==> config.mk <==
export PLATFORM = sky130hd
export DESIGN_NAME = line_editor_with_echo_flat
export DESIGN_NICKNAME = d
export VERILOG_FILES = /design/src/design/led_pkg.sv /design/src/design/led_intf.sv /design/src/design/led_regs.sv /design/src/design/led_dp.sv /design/src/design/led_ctrl.sv /design/src/design/line_editor_with_echo.sv /design/src/flat_wrapper.sv
export SDC_FILE = /design/constraint.sdc
export NUM_CORES = 1
export LEC_CHECK = 0
export BUFFER_PORTS_ARGS = -buffer_cell sky130_fd_sc_hd__clkbuf_2
export CAP_MARGIN = 10
export CORE_UTILIZATION = 40
export DETAILED_ROUTE_END_ITERATION = 8
export PLACE_DENSITY = 0.61
export SYNTH_ARGS = -nofsm -noshare
export SYNTH_HDL_FRONTEND = slang
export SYNTH_SLANG_ARGS = --single-unit
==> constraint.sdc <==
create_clock -name clk -period 3.9 [get_ports clk]
set_input_delay 0.195 -clock clk [delete_from_list [all_inputs] [get_ports clk]]
set_output_delay 0.195 -clock clk [all_outputs]
set_load 0.01 [all_outputs]
==> src/design/led_pkg.sv <==
// ----------------------------------------------------------------------------
// led_pkg
// Shared constants, codes and controller/datapath types for the line editor.
// ----------------------------------------------------------------------------
package led_pkg;

	localparam int BUF_LEN     = 32;
	localparam int STORE_DEPTH = BUF_LEN - 1;
	localparam int CNT_W       = $clog2(BUF_LEN);
	localparam int IDX_W       = (STORE_DEPTH > 1) ? $clog2(STORE_DEPTH) : 1;

	localparam int PADDR_W = 3;
	localparam logic [PADDR_W-3:0] REG_ECHO_ENABLE = '0;

	localparam logic       REQ_BYTE = 1'b0;
	localparam logic       REQ_EOI  = 1'b1;

	localparam logic [1:0] KIND_ECHO      = 2'd0;
	localparam logic [1:0] KIND_LINE      = 2'd1;
	localparam logic [1:0] KIND_EMPTY_END = 2'd2;

	localparam logic [7:0] CH_NUL   = 8'h00;
	localparam logic [7:0] CH_BS    = 8'h08;
	localparam logic [7:0] CH_LF    = 8'h0a;
	localparam logic [7:0] CH_CR    = 8'h0d;
	localparam logic [7:0] CH_SPACE = 8'h20;
	localparam logic [7:0] CH_DEL   = 8'h7f;

	typedef enum logic [1:0] {
		SRC_CONST,
		SRC_CHAR,
		SRC_LINE
	} led_src_t;

	typedef struct packed {
		logic       capture;
		logic       store;
		logic       fill_dec;
		logic       emit;
		led_src_t   src;
		logic [1:0] kind;
		logic [7:0] const_byte;
		logic       last;
		logic       ptr_adv;
		logic       line_done;
	} led_cmd_t;

	typedef struct packed {
		logic is_eoi;
		logic is_crlf;
		logic is_erase;
		logic is_print;
		logic fill_zero;
		logic fill_full;
		logic echo_on;
		logic out_free;
		logic line_last;
	} led_sts_t;

endpackage

==> src/design/led_intf.sv <==
// ----------------------------------------------------------------------------
// led_in_if / led_out_if
// Valid/ready channels for input items and result items.
// ----------------------------------------------------------------------------
interface led_in_if;
	logic       valid;
	logic       ready;
	logic       req_type;
	logic [7:0] data_byte;

	modport source (output valid, output req_type, output data_byte, input ready);
	modport sink (input valid, input req_type, input data_byte, output ready);
endinterface

interface led_out_if;
	logic       valid;
	logic       ready;
	logic [1:0] out_kind;
	logic [7:0] out_byte;
	logic       last;

	modport source (output valid, output out_kind, output out_byte, output last,
		input ready);
	modport sink (input valid, input out_kind, input out_byte, input last,
		output ready);
endinterface

==> src/design/led_regs.sv <==
// ----------------------------------------------------------------------------
// led_regs
// APB register file: holds the echo enable bit.
// ----------------------------------------------------------------------------
module led_regs
	import led_pkg::*;
(
	input  logic               clk,
	input  logic               arst_n,
	input  logic               psel,
	input  logic               penable,
	input  logic               pwrite,
	input  logic [PADDR_W-1:0] paddr,
	input  logic [31:0]        pwdata,
	output logic [31:0]        prdata,
	output logic               pready,
	output logic               echo_en
);

	logic echo_q;
	logic sel_echo;

	assign sel_echo = (paddr[PADDR_W-1:2] == REG_ECHO_ENABLE);
	assign pready   = 1'b1;
	assign echo_en  = echo_q;
	assign prdata   = sel_echo ? {31'd0, echo_q} : 32'd0;

	always_ff @(posedge clk or negedge arst_n) begin
		if (!arst_n) begin
			echo_q <= 1'b1;
		end else if (psel && penable && pwrite && sel_echo) begin
			echo_q <= pwdata[0];
		end
	end

endmodule

==> src/design/led_dp.sv <==
// ----------------------------------------------------------------------------
// led_dp
// Datapath: captured item, line store, fill count, read pointer, output reg.
// ----------------------------------------------------------------------------
module led_dp
	import led_pkg::*;
(
	input  logic       clk,
	input  logic       arst_n,
	input  logic       req_type,
	input  logic [7:0] data_byte,
	input  logic       echo_en,
	input  led_cmd_t   cmd,
	output led_sts_t   sts,
	output logic       out_valid,
	input  logic       out_ready,
	output logic [1:0] out_kind,
	output logic [7:0] out_byte,
	output logic       last
);

	logic             req_q;
	logic [7:0]       byte_q;
	logic [CNT_W-1:0] fill_q;
	logic [CNT_W-1:0] rd_ptr_q;
	logic [7:0]       rd_data_q;
	logic [7:0]       mem [STORE_DEPTH];

	logic             out_valid_q;
	logic [1:0]       kind_q;
	logic [7:0]       obyte_q;
	logic             last_q;
	logic [7:0]       emit_byte;
	logic             out_free;
	logic [CNT_W:0]   ptr_next;

	assign out_free = !out_valid_q || out_ready;
	assign ptr_next = {1'b0, rd_ptr_q} + 1'b1;

	always_comb begin
		sts.is_eoi    = (req_q == REQ_EOI);
		sts.is_crlf   = (byte_q == CH_CR) || (byte_q == CH_LF);
		sts.is_erase  = (byte_q == CH_BS) || (byte_q == CH_DEL);
		sts.is_print  = (byte_q >= CH_SPACE) && (byte_q != CH_DEL);
		sts.fill_zero = (fill_q == '0);
		sts.fill_full = (fill_q == CNT_W'(STORE_DEPTH));
		sts.echo_on   = echo_en;
		sts.out_free  = out_free;
		sts.line_last = (ptr_next == {1'b0, fill_q});
	end

	always_comb begin
		case (cmd.src)
			SRC_CONST: emit_byte = cmd.const_byte;
			SRC_CHAR:  emit_byte = byte_q;
			SRC_LINE:  emit_byte = rd_data_q;
			default:   emit_byte = CH_NUL;
		endcase
	end

	always_ff @(posedge clk) begin
		if (cmd.capture) begin
			req_q  <= req_type;
			byte_q <= data_byte;
		end
	end

	// line store: one write port at the fill count, one registered read port
	always_ff @(posedge clk) begin
		if (cmd.store) begin
			mem[fill_q[IDX_W-1:0]] <= byte_q;
		end
		rd_data_q <= mem[rd_ptr_q[IDX_W-1:0]];
	end

	always_ff @(posedge clk or negedge arst_n) begin
		if (!arst_n) begin
			fill_q   <= '0;
			rd_ptr_q <= '0;
		end else begin
			if (cmd.line_done) begin
				fill_q   <= '0;
				rd_ptr_q <= '0;
			end else begin
				if (cmd.store) begin
					fill_q <= fill_q + 1'b1;
				end else if (cmd.fill_dec) begin
					fill_q <= fill_q - 1'b1;
				end
				if (cmd.ptr_adv) begin
					rd_ptr_q <= ptr_next[CNT_W-1:0];
				end
			end
		end
	end

	always_ff @(posedge clk or negedge arst_n) begin
		if (!arst_n) begin
			out_valid_q <= 1'b0;
		end else if (cmd.emit && out_free) begin
			out_valid_q <= 1'b1;
		end else if (out_ready) begin
			out_valid_q <= 1'b0;
		end
	end

	always_ff @(posedge clk) begin
		if (cmd.emit && out_free) begin
			kind_q  <= cmd.kind;
			obyte_q <= emit_byte;
			last_q  <= cmd.last;
		end
	end

	assign out_valid = out_valid_q;
	assign out_kind  = kind_q;
	assign out_byte  = obyte_q;
	assign last      = last_q;

endmodule

==> src/design/led_ctrl.sv <==
// ----------------------------------------------------------------------------
// led_ctrl
// Controller: decodes the captured item and sequences echo and line results.
// ----------------------------------------------------------------------------
module led_ctrl
	import led_pkg::*;
(
	input  logic     clk,
	input  logic     arst_n,
	input  logic     in_valid,
	output logic     in_ready,
	input  led_sts_t sts,
	output led_cmd_t cmd
);

	typedef enum logic [3:0] {
		S_IDLE,
		S_DECODE,
		S_CR,
		S_LF,
		S_BS1,
		S_SP,
		S_BS2,
		S_CHR,
		S_EMPTY,
		S_LINE_RD,
		S_LINE_EMIT
	} state_t;

	state_t state_q;
	state_t state_d;

	assign in_ready = (state_q == S_IDLE);

	always_comb begin
		cmd            = '0;
		cmd.src        = SRC_CONST;
		cmd.kind       = KIND_ECHO;
		cmd.const_byte = CH_NUL;
		state_d        = state_q;
		unique case (state_q)
			S_IDLE: begin
				cmd.capture = in_valid;
				if (in_valid) begin
					state_d = S_DECODE;
				end
			end
			S_DECODE: begin
				state_d = S_IDLE;
				if (sts.is_eoi) begin
					state_d = sts.fill_zero ? S_EMPTY : S_LINE_RD;
				end else if (sts.is_crlf) begin
					if (!sts.fill_zero) begin
						state_d = sts.echo_on ? S_CR : S_LINE_RD;
					end
				end else if (sts.is_erase) begin
					if (!sts.fill_zero) begin
						cmd.fill_dec = 1'b1;
						if (sts.echo_on) begin
							state_d = S_BS1;
						end
					end
				end else if (sts.is_print && !sts.fill_full) begin
					cmd.store = 1'b1;
					if (sts.echo_on) begin
						state_d = S_CHR;
					end
				end
			end
			S_CR: begin
				cmd.emit       = 1'b1;
				cmd.const_byte = CH_CR;
				if (sts.out_free) begin
					state_d = S_LF;
				end
			end
			S_LF: begin
				cmd.emit       = 1'b1;
				cmd.const_byte = CH_LF;
				if (sts.out_free) begin
					state_d = S_LINE_RD;
				end
			end
			S_BS1: begin
				cmd.emit       = 1'b1;
				cmd.const_byte = CH_BS;
				if (sts.out_free) begin
					state_d = S_SP;
				end
			end
			S_SP: begin
				cmd.emit       = 1'b1;
				cmd.const_byte = CH_SPACE;
				if (sts.out_free) begin
					state_d = S_BS2;
				end
			end
			S_BS2: begin
				cmd.emit       = 1'b1;
				cmd.const_byte = CH_BS;
				cmd.last       = 1'b1;
				if (sts.out_free) begin
					state_d = S_IDLE;
				end
			end
			S_CHR: begin
				cmd.emit = 1'b1;
				cmd.src  = SRC_CHAR;
				cmd.last = 1'b1;
				if (sts.out_free) begin
					state_d = S_IDLE;
				end
			end
			S_EMPTY: begin
				cmd.emit = 1'b1;
				cmd.kind = KIND_EMPTY_END;
				cmd.last = 1'b1;
				if (sts.out_free) begin
					state_d = S_IDLE;
				end
			end
			// store read data is registered and lags the pointer
			S_LINE_RD: begin
				state_d = S_LINE_EMIT;
			end
			S_LINE_EMIT: begin
				cmd.emit = 1'b1;
				cmd.src  = SRC_LINE;
				cmd.kind = KIND_LINE;
				cmd.last = sts.line_last;
				if (sts.out_free) begin
					cmd.ptr_adv   = 1'b1;
					cmd.line_done = sts.line_last;
					state_d       = sts.line_last ? S_IDLE : S_LINE_RD;
				end
			end
			default: begin
				state_d = S_IDLE;
			end
		endcase
	end

	always_ff @(posedge clk or negedge arst_n) begin
		if (!arst_n) begin
			state_q <= S_IDLE;
		end else begin
			state_q <= state_d;
		end
	end

endmodule

==> src/design/line_editor_with_echo.sv <==
// ----------------------------------------------------------------------------
// line_editor_with_echo
// Builds a command line from received bytes, with echo and line-edit handling.
// Items are taken one at a time: a new item is accepted only once the controller
// is idle again after the last result of the previous one, and output
// back-pressure holds the sequence. Each item is captured, then decoded; line
// bytes are read through the registered read port of the line store before
// they reach the output register.
// Reset: asynchronous; line empties, echo enable returns to 1, no result held.
// ----------------------------------------------------------------------------
module line_editor_with_echo
	import led_pkg::*;
(
	input  logic               clk,
	input  logic               arst_n,
	led_in_if.sink             req_ch,
	led_out_if.source          res_ch,
	input  logic               psel,
	input  logic               penable,
	input  logic               pwrite,
	input  logic [PADDR_W-1:0] paddr,
	input  logic [31:0]        pwdata,
	output logic [31:0]        prdata,
	output logic               pready
);

	logic     echo_en;
	led_cmd_t cmd;
	led_sts_t sts;

	led_regs u_regs (
		.clk     (clk),
		.arst_n  (arst_n),
		.psel    (psel),
		.penable (penable),
		.pwrite  (pwrite),
		.paddr   (paddr),
		.pwdata  (pwdata),
		.prdata  (prdata),
		.pready  (pready),
		.echo_en (echo_en)
	);

	led_ctrl u_ctrl (
		.clk      (clk),
		.arst_n   (arst_n),
		.in_valid (req_ch.valid),
		.in_ready (req_ch.ready),
		.sts      (sts),
		.cmd      (cmd)
	);

	led_dp u_dp (
		.clk       (clk),
		.arst_n    (arst_n),
		.req_type  (req_ch.req_type),
		.data_byte (req_ch.data_byte),
		.echo_en   (echo_en),
		.cmd       (cmd),
		.sts       (sts),
		.out_valid (res_ch.valid),
		.out_ready (res_ch.ready),
		.out_kind  (res_ch.out_kind),
		.out_byte  (res_ch.out_byte),
		.last      (res_ch.last)
	);

endmodule

==> src/flat_wrapper.sv <==
// flat-port wrapper written by rule: the top's interface ports become plain ports
module line_editor_with_echo_flat import led_pkg::*;
  (clk, arst_n, psel, penable, pwrite, paddr, pwdata, prdata, pready, req_ch_valid, req_ch_req_type, req_ch_data_byte, req_ch_ready, res_ch_valid, res_ch_out_kind, res_ch_out_byte, res_ch_last, res_ch_ready);
  led_in_if req_ch_i ();
  led_out_if res_ch_i ();
  input  logic clk;
  input  logic arst_n;
  input  logic psel;
  input  logic penable;
  input  logic pwrite;
  input  logic [PADDR_W-1:0] paddr;
  input  logic [31:0] pwdata;
  output logic [31:0] prdata;
  output logic pready;
  input wire logic [$bits(req_ch_i.valid)-1:0] req_ch_valid;
  input wire logic [$bits(req_ch_i.req_type)-1:0] req_ch_req_type;
  input wire logic [$bits(req_ch_i.data_byte)-1:0] req_ch_data_byte;
  output wire logic [$bits(req_ch_i.ready)-1:0] req_ch_ready;
  output wire logic [$bits(res_ch_i.valid)-1:0] res_ch_valid;
  output wire logic [$bits(res_ch_i.out_kind)-1:0] res_ch_out_kind;
  output wire logic [$bits(res_ch_i.out_byte)-1:0] res_ch_out_byte;
  output wire logic [$bits(res_ch_i.last)-1:0] res_ch_last;
  input wire logic [$bits(res_ch_i.ready)-1:0] res_ch_ready;
  assign req_ch_i.valid = req_ch_valid;
  assign req_ch_i.req_type = req_ch_req_type;
  assign req_ch_i.data_byte = req_ch_data_byte;
  assign req_ch_ready = req_ch_i.ready;
  assign res_ch_valid = res_ch_i.valid;
  assign res_ch_out_kind = res_ch_i.out_kind;
  assign res_ch_out_byte = res_ch_i.out_byte;
  assign res_ch_last = res_ch_i.last;
  assign res_ch_i.ready = res_ch_ready;
  line_editor_with_echo u_core (.clk(clk), .arst_n(arst_n), .req_ch(req_ch_i), .res_ch(res_ch_i), .psel(psel), .penable(penable), .pwrite(pwrite), .paddr(paddr), .pwdata(pwdata), .prdata(prdata), .pready(pready));
endmodule
; ---- Word-level counts from Yosys, hierarchy flattened
; Memories as Yosys holds them, arrays and structs flattened. A register that Yosys moved wholly into a read port is not among the register bits.
; Cells that the tools add are included.
[word_totals]
regBits = 36
ramBits = 248
inputBits = 51
out_inout_bits = 46
mem_count = 1
[classes]
addsub = 3
magnitude_cmp = 1
eq_ne = 26
mux = 45
bitwise_logic = 1
reduce_logical = 21
[mem_list]
columns = memory, words, width, rd, rd_clocked_by_memory_dff, write_ports, line_no
row1 = u_core.u_dp.mem, 31, 8, 1, 1, 1, led_dp.sv:27  ; logic [7:0] mem [STORE_DEPTH];
[ops]
columns = op, count
row1 = $mux W4, 15
row2 = $pmux W4 S9, 1
row3 = $mux W5, 5
row4 = $eq A8 B4 Y1 const B, 3
row5 = $pmux W6 S4, 1
row6 = $pmux W8 S3, 1
row7 = $eq A4 B3 Y1 const B, 4
row8 = $eq A4 B4 Y1 const B, 3
row9 = $mux W1, 12
row10 = $ne A2 B2 Y1 const B, 6
row11 = $mux W2, 5
row12 = $eq A4 B2 Y1 const B, 2
row13 = $eq A8 B7 Y1 const B, 1
row14 = $ge A8 B6 Y1 const B, 1
row15 = $ne A8 B7 Y1 const B, 1
row16 = $pmux W2 S2, 2
row17 = $reduce_or A8 Y1, 1
row18 = $reduce_and A7 Y1, 1
row19 = $add A5 B1 Y6 const B, 1
row20 = $eq A6 B5 Y1, 1
row21 = $logic_and A1 B1 Y1, 6
row22 = $mux W3, 2
row23 = $add A5 B1 Y5 const B, 1
row24 = $eq A5 B5 Y1 const B, 1
row25 = 16 further kinds, 20

; ---- Depth between registers and ports, before layout
[logic_depth]
ltp_word = 11
ltp_mapped = 13
depth_no_buf = 12

; ---- By module
; Synthesis repeated with hierarchy kept, for this count alone.
[hier_totals]
hier_cells = 734
hier_area_um2 = 12482.0
[by_module_without_submodules]
columns = mod, instances, cells_each, area_per_inst_um2, seq_area_each_um2
row1 = led_dp, 1, 619, 11593.6, 8483.1
row2 = led_ctrl, 1, 77, 585.6, 100.1
row3 = led_regs, 1, 38, 302.8, 26.3

; ---- Worst setup path after synthesis
; No wires, ideal clock.
[synth_timing]
path_type = register to register
from = register u_core.u_dp.byte_q[0]
to = register u_core.u_dp.fill_q[4]
setup_ns = 0.127
arrival_ns = 3.136
path_slack_ns = 0.636
stages_incl_launch_ff = 13
synth_period_minus_slack_ns = 3.264
path_cell_list = edfxtp_1 or3b_2 a211oi_2 or4b_1 nor2_2 inv_1 fa_1 a21o_1 a21oi_1 xnor2_1 nor3_1 a21oi_1 o22ai_1
[synth_between]
elab_chain_cells = 10
elab_cells_between_ends = 19
classes_between = order compare (1) / eq/ne (5) / mux (8) / reduce/logical (5)
[synth_rtl]
columns = item, line_no
row1 = "start, declared", led_dp.sv:23  ; logic [7:0] byte_q;
row2 = "start signal, assigned", led_dp.sv:64  ; byte_q <= data_byte;
row3 = $ge A8 B6 Y1 / $ne A8 B7 Y1 (equally long branches), led_dp.sv:44  ; sts.is_print = (byte_q >= CH_SPACE) && (byte_q != CH_DEL);
row4 = $logic_and A1 B1 Y1, led_dp.sv:44
row5 = $logic_and A1 B1 Y1, led_ctrl.sv:63  ; end else if (sts.is_print && !sts.fill_full) begin
row6 = $mux W1, led_ctrl.sv:63
row7 = $mux W1, led_ctrl.sv:56  ; end else if (sts.is_erase) begin
row8 = $mux W2 *, led_ctrl.sv:52  ; end else if (sts.is_crlf) begin
row9 = $mux W2 *, led_ctrl.sv:50  ; if (sts.is_eoi) begin
row10 = $mux W2 *, led_ctrl.sv:41  ; unique case (state_q)
row11 = $mux W5, led_dp.sv:85  ; if (cmd.store) begin
row12 = $mux W5, led_dp.sv:81  ; if (cmd.line_done) begin
row13 = "end signal, assigned", led_dp.sv:86  ; fill_q <= fill_q + 1'b1;
row14 = "end signal, assigned", led_dp.sv:88  ; fill_q <= fill_q - 1'b1;
row15 = "end, declared", led_dp.sv:24  ; logic [CNT_W-1:0] fill_q;
; Every way passes the cells marked *; elsewhere a longest branch is shown, timed or not.
; A chain may end at the register's enable or synchronous reset.

; ---- Worst setup path after layout
[layout_timing]
from = register u_core.u_ctrl.state_q[2]
to = register u_core.u_dp.fill_q[4]
[layout_between]
elab_chain_cells = 4
elab_cells_between_ends = 7
classes_between = eq/ne (2) / mux (4) / reduce/logical (1)
[layout_rtl]
columns = item, line_no
row1 = "start, declared", led_ctrl.sv:30  ; state_t state_q;
row2 = "start signal, assigned", led_ctrl.sv:147  ; state_q <= state_d;
row3 = $eq A4 B1 Y1, led_ctrl.sv:41
row4 = $mux W2, led_ctrl.sv:41
row5 = $mux W5, led_dp.sv:85
row6 = $mux W5, led_dp.sv:81
; Parallel ways exist; a longest one is shown, timed or not.

==> metrics.yaml <==
place.gp.congestion: 0.795
fmax_mhz: 293
row_count: 63
worstSetupStartpointType: "register"
vias: 6317
portBuffers: 31
utilization: 0.466
die_w_um: 176
totalWireLength_um: 25400
post-cts-setup-buffers: 0
synth_edf_count: 268
drtIter0Drc: 646
synthArstFlopShare: 0.0548
ir_drop_uv: 391
post-place-cells: 1105
register_area_um2: 8610
core_um2: 29700
cts-resized-gates: 0
num_antenna_cells: 0
critPathArrivalTime_ns: 3.84
crit_path_end_kind: "register"
synth_area_um2: 12100
crit_required_ns: 4.33
drc_errors: 0
skew_ns: 0.0227
slew_headroom: 0.300
insertion_delay_ns: 0.55
drtAntennaViolNets: 0
place_hpwl_um: 16200
status: "complete, no violations"
grt.overflow.total: 0
powerDensity_nw_per_um2: 661
cts_root_buf: "clkbuf_16"
mostFrequentLayoutCells: "edfxtp_1, mux4_2, nor2_1, buf_4, conb_1"
firstDrtPassIters: 4
area_growth_pct: 14.1
path_max_fanout: 11
cts_hold_buf: 12
rr_worst_depth: 11
via_per_inst: 5.40
nFillCells: 2482
h-tree-depth: 1
multiInputGateArea_um2: 3200
final_common_cell: "edfxtp_1"
rrSetupSlack_ns: 0.49
start_util: 0.408
finalCritPeriodShare: 0.875
grtUsageTotal: 0.169
rsz0062_at_grt: "false"
wire_per_inst_um: 21.7
grt_antenna_before_repair: 0
hold_viol_final: 0
synth_cells: 681
grt_max_degree: 39
path_clk_slew_ns: 0.06
p_leak_nw: 4.58
post-route-min-period_ns: 3.41
min_path_type: "in -> async"
rr_startpoint: "u_core.u_ctrl.state_q[2]"
maxCapViolCount: 0
cts_tree: "yes"
cts_buffers: 29
rr_endpoint: "u_core.u_dp.fill_q[4]"
grt_pass1_wl_um: 38800
clock_sinks: 292
design.die.area_um2: 31000
ys_warn_count: 0
setup_viol: 0
ys_seq_area_frac: 0.710
synth-seq-cells: 292
synth_cell_types: 55
pin_count: 97
synth_flop_cell: "edfxtp_1"
die_h_um: 176
fin_hold_ws_ns: 0.121
first_global_vias: 6465
final-max-slew-violation-count: 0
final_cells: 1170
path_class: "reg -> reg"
fin_nets: 814
final_layout_size_suffix_gt1_frac: 0.259
clk_path_buf_depth: 3
finalSetupTns_ns: 0
worst_slew_pin_slew_ns: 1.05
avgSynthCellArea_um2: 17.8
## logic make-up (layout without fill, tap and decap cells)
logic type,Yosys count,count (layout),share of synthesized area
AOI/OAI and AO/OA,73,73,0.0371
xor gates and xnor gates,8,8,0.00578
adders and majority gates,5,5,0.00578
buffers and inverters,75,144,0.0355
DFF,292,292,0.710
muxes,91,91,0.150
other,2,32,0.000619
and+or+nand+nor,135,135,0.0551
## how the worst max path moves through the flow
stage,from,endpoint,cells past startpoint
2_1_floorplan,u_core.u_dp.byte_q[0],u_core.u_dp.fill_q[4],12
3_3_place_gp,u_core.u_ctrl.state_q[2],u_core.u_dp.fill_q[4],11
3_5_place_dp,u_core.u_ctrl.state_q[2],u_core.u_dp.fill_q[4],11
4_1_cts,u_core.u_ctrl.state_q[2],u_core.u_dp.fill_q[4],11
5_1_grt,u_core.u_dp.byte_q[2],u_core.u_dp.fill_q[4],13
6_report,u_core.u_ctrl.state_q[2],u_core.u_dp.fill_q[4],11
## state kept, by name, indices dropped and copies added (netlist names)
name,count
u_core.u_dp.out_kind,2
u_core.u_dp.rd_ptr_q,5
u_core.u_dp.fill_q,5
u_core.u_dp.out_byte,8
u_core.u_dp.byte_q,8
u_core.u_dp.out_valid,1
u_core.u_dp.mem,248
u_core.u_regs.echo_en,1
u_core.u_dp.last,1
u_core.u_dp.req_q,1
u_core.u_ctrl.state_q,4
u_core.u_dp.rd_data_q,8
## cell usage after synthesis, drive strengths merged, types with 2 or more instances
cell type,count,share of area
o21ai,28,0.012
a21boi,2,0.0012
nand2b,8,0.0041
or3,6,0.0031
nand3,7,0.0029
o22ai,7,0.0036
nand3b,7,0.0050
clkbuf,17,0.0053
nand4,2,0.0010
a22oi,2,0.0012
a211oi,3,0.0023
dfrtp,15,0.031
nor2,47,0.015
conb,2,0.00062
and2,3,0.0015
dfxtp,8,0.013
clkinv,2,0.00062
nand2,31,0.0096
o211ai,5,0.0031
mux2,10,0.0093
xnor2,3,0.0022
nand4b,2,0.0014
a21o,5,0.0032
ha,4,0.0041
nor3,7,0.0029
nor3b,2,0.0012
edfxtp,268,0.66
a21oi,13,0.0054
nor2b,8,0.0041
buf,50,0.028
inv,6,0.0019
or4b,2,0.0017
mux4,72,0.13
mux2i,9,0.0074
xor2,5,0.0036
## layer usage
| layer | share of wire | wire length (µm) | GRT usage | up-vias |
|---|---|---|---|---|
| met5 | 0 | 0 | 0 | - |
| met1 | 0.41 | 10400 | 0.221 | 3279 |
| li1 | - | - | - | 2784 |
| met2 | 0.52 | 13100 | 0.298 | 222 |
| met4 | 0.014 | 354 | 0.0333 | 0 |
| met3 | 0.062 | 1570 | 0.0273 | 32 |
## through the flow
step           power [mW]  worst slack (ns)  instance area, µm²
2_1_floorplan        5.84             0.636               12200
3_3_place_gp         6.45             0.580               12800
3_5_place_dp         6.52             0.542               12800
4_1_cts              9.21             0.526               13800
5_1_grt              9.58             0.262               13800
6_report             9.15             0.489               13800
## critical path, stage by stage, from the launching register on
cell and delay (ns):
dfrtp_1 0.50, or3_1 0.43, or4b_1 0.58, nor2_2 0.27, inv_1 0.18, fa_1 0.49, a21o_1 0.20, a21oi_1 0.17
xnor2_1 0.16, nor3_1 0.06, a21oi_1 0.14, o22ai_1 0.10
## area by class of cell
cell class | count | area share
clock buffers | 40 | 0.0584
clock inverters | 13 | 0.00813
inverters | 8 | 0.00217
multi-input cells | 344 | 0.231
flip-flops and latches | 292 | 0.622
well taps | 390 | 0.0352
repair buffers | 83 | 0.0425
## power by group
| group | switching (mW) | internal [mW] | total [mW] |
|---|---|---|---|
| Sequential | 0.277 | 3.79 | 4.07 |
| Clock | 1.12 | 1.57 | 2.69 |
| Combinational | 1.28 | 1.12 | 2.39 |
| Total | 2.67 | 6.48 | 9.15 |
(Power assumes the default switching activity.)
